**src/sv/bois_pkg.sv**
```systemverilog
// Shared types and constants for the box overlap index search.
// No dependencies.
package bois_pkg;

  typedef enum logic [1:0] {
    REQ_INSERT = 2'd0,
    REQ_QUERY  = 2'd1,
    REQ_CLEAR  = 2'd2,
    REQ_NONE   = 2'd3
  } req_e;

  localparam int unsigned MaxResults = 32;
  localparam logic [1:0] AddrRank = 2'd0;

  // one result word
  typedef struct packed {
    logic             hit;
    logic             last;
    logic [1:0][31:0] file_rel;
    logic [1:0][31:0] stored;
    logic [1:0][31:0] mem_rel;
    logic [1:0][31:0] cnt;
    logic [62:0]      file_off;
    logic [62:0]      mem_off;
  } result_t;

endpackage

```
**src/sv/bois_match.sv**
```systemverilog
// Overlap test of the head entry against the selection box.
// Uses bois_pkg for the result word.
module bois_match import bois_pkg::*; (
  input  logic [1:0][31:0] ent_start_i,
  input  logic [1:0][31:0] ent_ext_i,
  input  logic [1:0][31:0] sel_start_i,
  input  logic [1:0][31:0] sel_cnt_i,
  input  logic             use2_i,
  input  logic [62:0]      file_off_i,
  input  logic [62:0]      mem_off_i,
  output logic             ok_o,
  output result_t          res_o
);
  logic [1:0][32:0] ea, eb, hi;
  logic [1:0][31:0] lo;
  logic [1:0]       ov;

  always_comb begin
    res_o = '0;
    for (int d = 0; d < 2; d++) begin
      ea[d] = {1'b0, ent_start_i[d]} + {1'b0, ent_ext_i[d]};
      eb[d] = {1'b0, sel_start_i[d]} + {1'b0, sel_cnt_i[d]};
      lo[d] = (ent_start_i[d] > sel_start_i[d]) ? ent_start_i[d] : sel_start_i[d];
      hi[d] = (ea[d] < eb[d]) ? ea[d] : eb[d];
      ov[d] = hi[d] > {1'b0, lo[d]};
    end
    // dimension one only counts when the rank covers it
    ok_o = ov[0] && (ov[1] || !use2_i);
    res_o.hit = 1'b1;
    for (int d = 0; d < 2; d++) begin
      if (d == 0 || use2_i) begin
        res_o.file_rel[d] = lo[d] - ent_start_i[d];
        res_o.stored[d]   = ent_ext_i[d];
        res_o.mem_rel[d]  = lo[d] - sel_start_i[d];
        res_o.cnt[d]      = hi[d][31:0] - lo[d];
      end
    end
    res_o.file_off = file_off_i;
    res_o.mem_off  = mem_off_i;
  end
endmodule

```
**config.mk**
```make
export PLATFORM = sky130hd
export DESIGN_NAME = bois_match
export DESIGN_NICKNAME = d
export VERILOG_FILES = /design/src/sv/bois_pkg.sv /design/src/sv/bois_match.sv
export SDC_FILE = /design/constraint.sdc
export NUM_CORES = 1
export LEC_CHECK = 0
export BUFFER_PORTS_ARGS = -buffer_cell sky130_fd_sc_hd__buf_2
export CAP_MARGIN = 20
export CORE_AREA = 4 4 294 296
export DETAILED_ROUTE_END_ITERATION = 10
export DIE_AREA = 0 0 298 300
export MAX_ROUTING_LAYER = met4
export SYNTH_ARGS = -nofsm -noshare
export SYNTH_HDL_FRONTEND = slang
export SYNTH_SLANG_ARGS = --single-unit
```
**constraint.sdc**
```tcl
create_clock -name vclk -period 12.8
set_input_delay 1.92 -clock vclk [all_inputs]
set_output_delay 1.92 -clock vclk [all_outputs]
set_load 0.02 [all_outputs]
```
==> metrics.cfg <==
[routing]
vias=23860
wl_per_cell_um=22.07
first_iter_violations=1561
viasPerCell=5.249
routed_wirelength_um=100300
postRouteAntennaNets=0
route.detailed.drc=0
firstDrtPassIters=5

[timing]
tns_ns=0
worstMarginPinSlew_ns=1.074
finalSetupViolCount=0
fin_crit_sh=0.9482
max_freq_ghz=0.08240
report.final.hold_viol_count=0
drv_slew=0
whs_ns=3.840
timing.slew.headroom=0.2774
period_needed_ns=12.14
rsz0062_at_grt=false

[worst_setup_path]
crit_family=compound AO/OA/AOI/OAI gates
worst-setup-path-type=input pin to primary output
cp-end-kind=primary output
path_max_fanout=17
path_buf_inv=5
worst_path_largest_cell_delay_ns=0.77
crit_required_ns=10.88
slowest_stage=nor4_1
start_kind=input pin
crit_arrival_ns=10.22

[global_routing]
antenna_found_initial=34
grt_remaining_overflow=0
grt_pass1_wl_um=143600
grt_pass1_vias=23210
grt_max_degree=57
grt_usage=0.2163

[hold_path]
hold_class=input pin to primary output

[layout]
mostFrequentLayoutCell=buf_2
area_growth_pct=12.47
design.seq.count=0
seq_area_um2=0
drive_gt1_frac=0.1641
clock_buffers=0
nNetsFinal=4281
final_cell_mix=buf_2, ha_1, a21oi_1
final_area_mm2=0.02431

[floorplan]
num_io_pins=768
die_x_um=298
core.rowCount=106
die_area_mm2=0.08940
die_h_um=300
core_area_mm2=0.08356
start_util=0.2587

[clock_tree]
hold_buffers=0
post_cts_resized=0
post_cts_buffers=0

[place]
place.gp.congestion=0.9867
dpl_cell_area_mm2=0.02425
portBuffers=514
hpwl_um=90800

[power_and_ir_drop]
power_leakage_nw=12.73
cellPowerDensity_mw_per_mm2=142.9
ir_drop_mv=0.1080

[logic_synthesis]
synth_warnings=0
synthCells=3130
synth.cell_area_mm2=0.02161
ys_seq_area_frac=0
synth_nets=3967
ys_types=73
synth.avg_cell_area_um2=6.905

[run_status]
outcome=finished, final reports clean

[job]
drv_cap=0

==> power by group <==
part	total (mW)	leakage (nW)	switching (mW)	internal, mW
logic	3.47	12.7	2.21	1.26
registers	0	0	0	0
clock network	0.000000252	0.000152	0	0.000000252
==> worst paths after layout <==
kind                       startpoint         end  slack, ns  cells after the start
worst max-delay path  sel_start_i[32]        ok_o       0.66                     32
worst min-delay path   file_off_i[41]  res_o[104]       3.84                      0
==> routing by layer <==
layer / wire length [um] / global-route usage / vias to the layer above
met5: 0 / - / -
met4: 4120 / 0.06890 / 0
met3: 6665 / 0.03841 / 167
met2: 50620 / 0.4060 / 895
met1: 38910 / 0.2300 / 11010
li1: - / - / 11790
==> through the flow <==
| stage | setup slack [ns] | instances | power, mW | util |
|---|---|---|---|---|
| floorplan | 1.997 | 3130 | 2.378 | - |
| global placement | 0.7634 | 4522 | 3.481 | 0.2902 |
| detailed placement | 0.7620 | 4522 | 3.481 | 0.2902 |
| CTS | 0.7185 | 4522 | 3.503 | 0.2902 |
| global route | 0.1311 | 4543 | 3.808 | 0.2908 |
| finish | 0.6637 | 4546 | 3.475 | 0.2909 |
==> final cells by class <==
type,instances,area [um2]
multi-input cells,2671,19300
inverters,245,919.6
repair buffers,526,2675
well taps,1080,1351
fillers,9297,59250
diodes,24,60.06
==> synth_stat cells, drive strengths merged, types with 49 or more instances <==
cell type	count	area share
a21o	195	0.068
a21oi	304	0.070
buf	165	0.056
clkbuf	49	0.0085
ha	444	0.26
inv	245	0.043
nand2	192	0.033
nand2b	85	0.025
nand3	69	0.016
nor2	267	0.046
nor3	51	0.012
o21ai	221	0.051
xnor2	155	0.063
xor2	102	0.041
==> kinds of logic (layout without fill, tap and decap cells) <==
family,count (synthesis),in the layout,share of synthesized area
mux,31,31,0.01476
fa+ha+maj,454,454,0.2663
other cells,2,26,0.0003475
simple gates,901,901,0.2036
xor+xnor,257,257,0.1041
buf+inv,459,771,0.1075
compound gates,1026,1026,0.3033
Power figures use the tool's default switching activity.
