## config.mk

```make
export PLATFORM = sky130hd
export DESIGN_NAME = bois_cell
export DESIGN_NICKNAME = d
export VERILOG_FILES = /design/src/sv/bois_cell.sv
export SDC_FILE = /design/constraint.sdc
export NUM_CORES = 1
export LEC_CHECK = 0
export ABC_AREA = 0
export BUFFER_PORTS_ARGS = -buffer_cell sky130_fd_sc_hd__buf_2
export CAP_MARGIN = 40
export CORE_AREA = 2 2 227 229
export CTS_CLUSTER_DIAMETER = 150
export DETAILED_ROUTE_END_ITERATION = 10
export DIE_AREA = 0 0 229 231
export GPL_ROUTABILITY_DRIVEN = 0
export PLACE_DENSITY = 0.41
export SLEW_MARGIN = 20
export SYNTH_ARGS = -nofsm -noshare
export SYNTH_HDL_FRONTEND = slang
export SYNTH_SLANG_ARGS = --single-unit
export TNS_END_PERCENT = 100
```

## constraint.sdc

```tcl
create_clock -name clk_i -period 3.73 [get_ports clk_i]
set_clock_uncertainty 0.05 [all_clocks]
set_input_delay 0.5595 -clock clk_i [delete_from_list [all_inputs] [get_ports clk_i]]
set_output_delay 0.5595 -clock clk_i [all_outputs]
set_load 0.02 [all_outputs]
```

## src/sv/bois_cell.sv

```systemverilog
// One table entry of the rotating box chain.
// Depends on nothing; instantiated by box_overlap_index_search.
module bois_cell #(
  parameter int unsigned ND = 2
) (
  input  logic                 clk_i,
  input  logic                 shift_i,
  input  logic                 load_i,
  input  logic [ND-1:0][31:0]  nb_start_i,
  input  logic [ND-1:0][31:0]  nb_ext_i,
  input  logic [62:0]          nb_off_i,
  input  logic [ND-1:0][31:0]  ld_start_i,
  input  logic [ND-1:0][31:0]  ld_ext_i,
  input  logic [62:0]          ld_off_i,
  output logic [ND-1:0][31:0]  start_o,
  output logic [ND-1:0][31:0]  ext_o,
  output logic [62:0]          off_o
);
  logic [ND-1:0][31:0] start_q, ext_q;
  logic [62:0]         off_q;

  always_ff @(posedge clk_i) begin
    if (shift_i) begin
      start_q <= nb_start_i;
      ext_q   <= nb_ext_i;
      off_q   <= nb_off_i;
    end else if (load_i) begin
      start_q <= ld_start_i;
      ext_q   <= ld_ext_i;
      off_q   <= ld_off_i;
    end
  end

  assign start_o = start_q;
  assign ext_o   = ext_q;
  assign off_o   = off_q;
endmodule

```

==> run summary, run 1 <==
Share of cells above drive strength 1: 0.809
Congestion Overflow GR: 0
Mean Syn Cell Area: 20.1 um2
Crit-path cells: buf_2
Slew margin rel.: 0.531
CTS H-tree depth: 4
Placed Area: 0.0118 mm2
TritonRoute pass-1 iters: 4
Peak Freq: 0.586 GHz
Root Buffer: clkbuf_16
Critical path startpoint category: flop
Distinct cells, synth: 5
First-pass GRT wire length: 38900 um
Crit-path max cell delay: 0.43 ns
Internal power: 4.09 mW
Post-route insts no fill: 1679
Fin crit share: 0.458
HP Class: input pin to flop
Synth Register Bits: 191
Core area: 0.0507 mm2
Pin count of the biggest net entering global routing: 105
VDD IR max: 284 uV
CP Class: flop to primary output
Status: complete, no violations
Post-Layout Inst Area: 0.0124 mm2
Number of DRC markers in iteration 0: 193
Setup crit end kind: primary output
Mapped Nets: 789
TritonCTS clock tree: yes
Unrepaired setup endpoints after global routing: no
Vias in the first global route: 6117
Hold Buf Count CTS: 0
FP Rows: 83
Port Buf Inserts: 575
DRC: 0
Placed cells: 1646
Die area: 0.0529 mm2
CP max stage cell: edfxtp_1
Post-CTS setup buffer count: 0
Die width: 229 um
Initial antenna violation count: 3
Final hold violation count: 0
Final setup vio count: 0
Die Ht: 231 um
Clk buf depth: 2
Combinational share of power: 0.186
Clk slew on worst S/H paths: 0.08 ns
Max Slew Vio Count: 0
Minimum clock period after layout: 1.71 ns
Hold Slack: 0.324 ns
Total Wirelength: 27500 um
Fin Setup TNS: 0 ns
Num CTS Buffers: 17
CP delay by family, top: flip-flops
Mapped cell area: 0.00812 mm2
DPL Wire Length: 21200 um
Required @ worst endpoint: 3.12 ns
Switching portion of total power: 0.282
Seq/Total Area, Yosys: 0.706
Cell Pwr Density: 461 mW/mm2
Part of the power in registers: 0.472
Routed vias: 5856
Worst endpoint data arrival time: 1.10 ns
Clk sinks: 191
Clk pwr share: 0.342
Starting Density: 0.160
Pin slew with the least headroom to its limit: 0.703 ns
Ys Warns: 0
CTS-repair resized insts: 0
Net count, final: 1370
Wire per inst: 16.4 um
Synth-to-Final Area Change: 52.2%
Antenna viol nets, final: 0
Worst Path Max Fanout: 1
I/O pin count: 576
All-Layer GR Usage: 0.102
Leak pwr: 5.31 nW
Via/cell ratio: 3.49
Syn Inst Count: 404
Worst path bufs/invs: 1
Max_cap viols: 0
Switching power of the nets: 1.61 mW
## cell families after synthesis
family,Yosys count,synth area share
DFF,191,0.706
buffers and inverters,21,0.0283
and+or+nand+nor,1,0.000771
muxes,191,0.265
## power by group through the flow
| stage | logic, mW | clock network, mW | registers, mW |
|---|---|---|---|
| CTS | 1.08 | 2.04 | 2.70 |
| detailed placement | 1.08 | 0 | 2.74 |
| finish | 1.06 | 1.95 | 2.69 |
| global route | 1.13 | 2.11 | 2.72 |
| floorplan | 0.250 | 0 | 3.07 |
| global placement | 1.08 | 0 | 2.74 |
## Yosys cell counts
cell	number	area, um2
edfxtp_1	191	5740
mux2_2	191	2150
buf_6	20	225
buf_2	1	5.00
or2_2	1	6.26
## sequential cells by signal, indices dropped and copies added, names as in the netlist
| name | flops |
|---|---|
| start_o | 64 |
| ext_o | 64 |
| off_o | 63 |
## placed cells by master (no fill, tap or decap)
cell type   synthesis  layout
mux2_2            191     191
clkbuf_8            0       1
clkbuf_16           0      17
buf_4               0       3
buf_2               1     574
clkinv_4            0       3
or2_4               0       1
clkinv_2            0       1
diode_2             0       1
clkinvlp_4          0       3
bufinv_16           0       2
buf_12              0       5
edfxtp_1          191     191
inv_8               0       2
inv_6               0       3
clkinv_8            0       1
## per-stage QoR
| stage | total power [mW] | worst slack [ns] | util |
|---|---|---|---|
| finish | 5.70 | 2.02 | 0.244 |
| global route | 5.95 | 1.95 | 0.244 |
| CTS | 5.82 | 1.94 | 0.244 |
| detailed placement | 3.82 | 1.54 | 0.232 |
| global placement | 3.83 | 1.59 | 0.232 |
| floorplan | 3.32 | 0.0415 | - |
## metal layers
layer	global-route usage	vias up	part of all wire
li1	-	2764	-
met1	0.111	2740	0.39
met2	0.174	318	0.51
met5	0	-	0.0011
met4	0.0450	4	0.019
met3	0.0442	30	0.089
## path summary, 6_finish.rpt
check                    start   endpoint  slack (ns)  cells after the start
setup / recovery     ext_o[45]  ext_o[45]        2.02                      1
hold / removal    ld_off_i[42]  off_o[42]        0.32                      2
## area by class of cell
cell class                      instances  area [um2]
Fill cell                            5423       38300
Timing Repair Buffer                  583        3010
Antenna cell                            1        2.50
Tap cell                              680         851
Clock buffer                           17         425
Multi-Input combinational cell        192        2160
Sequential cell                       191        5740
Clock inverter                         15         179
(Power assumes the default switching activity.)
==> run 2, diff against run 1 <==
==> constraint.sdc (replaced) <==
create_clock -name clk_i -period 1.37 [get_ports clk_i]
set_clock_uncertainty 0.05 [all_clocks]
set_input_delay 0.2055 -clock clk_i [delete_from_list [all_inputs] [get_ports clk_i]]
set_output_delay 0.2055 -clock clk_i [all_outputs]
set_load 0.02 [all_outputs]
==> run summary, run 2 <==
CTS H-tree depth: 4
Mean Syn Cell Area: 20.1 um2
Distinct cells, synth: 5
Port Buf Inserts: 575
Num CTS Buffers: 17
Synth Area in Compound Gates: 0
Clk sinks: 191
Clk buf depth: 2
Xor/xnor cell area share of the yosys netlist: 0
Dpl ws: -0.120 ns
Hold Buf Count CTS: 341
Mapped cell area: 0.00812 mm2
Starting Density: 0.160
Status: aborted with a tool error
Die Ht: 231 um
Post-CTS setup buffer count: 0
CTS-repair resized insts: 34
Seq/Total Area, Yosys: 0.706
Synth top area cells: edfxtp_1, mux2_2, buf_6
Adder-cell area share of the yosys netlist: 0
I/O pin count: 576
Mapped Nets: 789
Syn Inst Count: 404
Synth Register Bits: 191
Largest family of logic cells by synthesized area: multiplexers
Synth top cells by count: edfxtp_1, mux2_2, buf_6
DPL Wire Length: 22200 um
Top-area cell type share of the netlist area: 0.706
Post-synthesis mux area share: 0.265
Stop stage: 4_1_cts
FP Rows: 83
Placed cells: 1670
Largest area contributor in the netlist: edfxtp_1
Ys Warns: 0
Die width: 229 um
Root Buffer: clkbuf_16
Asr flop ratio synth: 0
Post-synth top flop: edfxtp_1
Stop err: [ERROR RSZ-0060] Max buffer count reached.
Post-synth EDFFs: 191
Synth Area in Simple Gates: 0.000770
run 2: cell counts after synthesis:
Identical to the previous run, type by type.
run 2: kinds of logic after synthesis:
group | count (synthesis)
mux | 191
flops | 191
buf+inv | 21
simple gates | 1
run 2: through the flow:
stage	instance area (um2)	TNS (ns)
detailed placement	12000	-15.36
global placement	12000	-13.73
floorplan	8140	-184.24
==> run 3, diff against run 2 <==
--- a/config.mk
+++ b/config.mk
@@ -8,12 +8,11 @@
 export ABC_AREA = 0
 export BUFFER_PORTS_ARGS = -buffer_cell sky130_fd_sc_hd__buf_2
 export CAP_MARGIN = 40
-export CORE_AREA = 2 2 227 229
-export CTS_CLUSTER_DIAMETER = 150
+export CORE_AREA = 2 2 224 226
 export DETAILED_ROUTE_END_ITERATION = 10
-export DIE_AREA = 0 0 229 231
+export DIE_AREA = 0 0 226 228
 export GPL_ROUTABILITY_DRIVEN = 0
-export PLACE_DENSITY = 0.41
+export PLACE_DENSITY_LB_ADDON = 0.15
 export SLEW_MARGIN = 20
 export SYNTH_ARGS = -nofsm -noshare
 export SYNTH_HDL_FRONTEND = slang
==> constraint.sdc (replaced) <==
create_clock -name clk_i -period 1.78 [get_ports clk_i]
set_clock_uncertainty 0.05 [all_clocks]
set_input_delay 0.267 -clock clk_i [delete_from_list [all_inputs] [get_ports clk_i]]
set_output_delay 0.267 -clock clk_i [all_outputs]
set_load 0.02 [all_outputs]
==> run summary, run 3 (synthesis gave the netlist of run 1 again) <==
I/O pin count: 576
Setup crit end kind: flop
Congestion Overflow GR: 0
CTS-repair resized insts: 0
Worst Path Max Fanout: 46
Unrepaired setup endpoints after global routing: no
Leak pwr: 6.73 nW
Required @ worst endpoint: 1.95 ns
Initial antenna violation count: 3
Commonest non-fill, non-tap cell in the layout: buf_2
Post-Layout Inst Area: 0.0157 mm2
Total Wirelength: 30400 um
TritonRoute pass-1 iters: 4
Max_cap viols: 0
Num CTS Buffers: 17
Root Buffer: clkbuf_16
Clk buf depth: 2
Metal2 WL: 16600 um
Pin slew with the least headroom to its limit: 0.301 ns
All-Layer GR Usage: 0.118
Core area: 0.0493 mm2
Die Ht: 228 um
Max Slew Vio Count: 0
Placed Area: 0.0119 mm2
Vias in the first global route: 7875
Worst endpoint data arrival time: 1.84 ns
TritonCTS clock tree: yes
Pin count of the biggest net entering global routing: 47
Final core occ: 0.318
Starting Density: 0.165
First-pass GRT wire length: 44600 um
Share of cells above drive strength 1: 0.617
Tot Pwr: 12.7 mW
Clk sinks: 191
Fill cell count: 5028
Cell Pwr Density: 812 mW/mm2
Die area: 0.0515 mm2
CTS H-tree depth: 4
DRC: 0
WL met1: 10600 um
Routed vias: 7172
Cells on Worst Hold Path: 2
Critical path startpoint category: input pin
Final hold violation count: 0
CP Class: input pin to flop
HP Class: input pin to flop
Wire per inst: 15.2 um
Net count, final: 1702
FP Rows: 82
Slew margin rel.: 0.799
Final setup vio count: 0
DPL Wire Length: 22400 um
Synth-to-Final Area Change: 93.1%
Via/cell ratio: 3.58
Hold Path End: off_o[39]
Min-delay src: nb_off_i[39]
Number of DRC markers in iteration 0: 198
Most frequent cells in the layout: buf_2, dlygate4sd3_1, mux2_2, edfxtp_1
Clk slew on worst S/H paths: 0.07 ns
Fin crit share: 0.938
Port Buf Inserts: 575
VDD IR max: 560 uV
Minimum clock period after layout: 1.67 ns
Top Metal Used: met5
Status: complete, no violations
Peak Freq: 0.599 GHz
Die width: 226 um
Antenna viol nets, final: 0
DR WL met3: 2480 um
## run 3: worst max-delay path by stage
stage	to	cells past startpoint	from	slack, ns
2_1_floorplan	ext_o[0]	3	shift_i	-0.62
3_3_place_gp	start_o[28]	3	shift_i	0.13
3_5_place_dp	ext_o[62]	3	shift_i	0.11
4_1_cts	start_o[22]	4	shift_i	0.11
5_1_grt	ext_o[59]	4	shift_i	0.07
6_report	off_o[51]	4	shift_i	0.11
## run 3: final cells by class
class,instances,area (um2),area share
Multi-Input combinational cell,192,2160,0.138
Clock inverter,14,186,0.0119
Antenna cell,1,2.50,0.000160
Clock buffer,18,429,0.0274
Tap cell,672,841,0.0536
Timing Repair Buffer,915,6330,0.403
Sequential cell,191,5740,0.366
## run 3: layer usage
| layer | vias up | global-route usage |
|---|---|---|
| met5 | - | 0 |
| met4 | 4 | 0.0503 |
| met3 | 41 | 0.0461 |
| met2 | 291 | 0.222 |
| met1 | 3411 | 0.111 |
| li1 | 3425 | - |
## run 3: critical path, cell delays in order
cell	delay [ns]
clkbuf_8	0.27
buf_12	0.29
mux2_2	0.38
dlygate4sd3_1	0.57
## run 3: what timing repair did
item | in CTS | in global routing
endpoints found under the hold margin | 173 | 0
hold buffers | 315 | 0
setup buffers | 0 | 0
## run 3: where the power goes
group	switching (mW)	total, mW	internal (mW)
registers	0.119	5.64	5.52
logic	1.40	2.92	1.53
clock network	1.82	4.17	2.35
## run 3: per-stage QoR
| step | instances | TNS [ns] | setup WS [ns] | hold WS, ns |
|---|---|---|---|---|
| 2_1_floorplan | 404 | -117.68 | -0.616 | 0.437 |
| 3_3_place_gp | 1655 | 0 | 0.135 | 0.518 |
| 4_1_cts | 2002 | 0 | 0.110 | 0.00000971 |
| 3_5_place_dp | 1655 | 0 | 0.106 | 0.521 |
| 6_report | 2003 | 0 | 0.111 | 0.0569 |
| 5_1_grt | 2003 | 0 | 0.0670 | 0.0173 |
==> run 4, diff against run 3 <==
--- a/config.mk
+++ b/config.mk
@@ -9,10 +9,12 @@
 export BUFFER_PORTS_ARGS = -buffer_cell sky130_fd_sc_hd__buf_2
 export CAP_MARGIN = 40
 export CORE_AREA = 2 2 224 226
+export CTS_BUF_LIST = sky130_fd_sc_hd__clkbuf_4
 export DETAILED_ROUTE_END_ITERATION = 10
 export DIE_AREA = 0 0 226 228
 export GPL_ROUTABILITY_DRIVEN = 0
 export PLACE_DENSITY_LB_ADDON = 0.15
+export REMOVE_ABC_BUFFERS = 1
 export SLEW_MARGIN = 20
 export SYNTH_ARGS = -nofsm -noshare
 export SYNTH_HDL_FRONTEND = slang
==> run summary, run 4 <==
Status: aborted with a tool error
Stop stage: 4_1_cts
Stop err: [ERROR RSZ-0060] Max buffer count reached.
Die Ht: 228 um
Clk buf depth: 2
Synth Register Bits: 191
I/O pin count: 576
CTS H-tree depth: 4
Post-CTS setup buffer count: 0
Mapped cell area: 0.00812 mm2
Post-synthesis mux area share: 0.265
Synth top area cells: edfxtp_1, mux2_2, buf_6
Port Buf Inserts: 575
Seq/Total Area, Yosys: 0.706
CTS-repair resized insts: 16
Root Buffer: clkbuf_4
Adder-cell area share of the yosys netlist: 0
Die width: 226 um
Synth Area in Simple Gates: 0.000770
Synth Area in Compound Gates: 0
Syn Inst Count: 404
Distinct cells, synth: 5
Hold Buf Count CTS: 338
Clk sinks: 191
Top-area cell type share of the netlist area: 0.706
Num CTS Buffers: 17
Mean Syn Cell Area: 20.1 um2
DPL Wire Length: 22100 um
Post-synth top flop: edfxtp_1
Ys Warns: 0
Dpl ws: 0.168 ns
Starting Density: 0.165
Largest family of logic cells by synthesized area: multiplexers
Synth top cells by count: edfxtp_1, mux2_2, buf_6
FP Rows: 82
Asr flop ratio synth: 0
Largest area contributor in the netlist: edfxtp_1
Post-synth EDFFs: 191
Xor/xnor cell area share of the yosys netlist: 0
==> run 4: cell counts after synthesis <==
No cell type changed its count.
==> run 4: logic make-up after synthesis <==
family,Yosys count
DFF,191
muxes,191
and+or+nand+nor,1
buffers and inverters,21
==> run 4: stage by stage <==
| step | hold WS [ns] | cell area, um2 | utilization | instances | setup TNS, ns |
|---|---|---|---|---|---|
| 3_5_place_dp | 0.521 | 11900 | 0.242 | 1656 | 0 |
| 2_1_floorplan | 0.437 | 7890 | - | 383 | -254.84 |
| 3_3_place_gp | 0.518 | 11900 | 0.242 | 1656 | 0 |
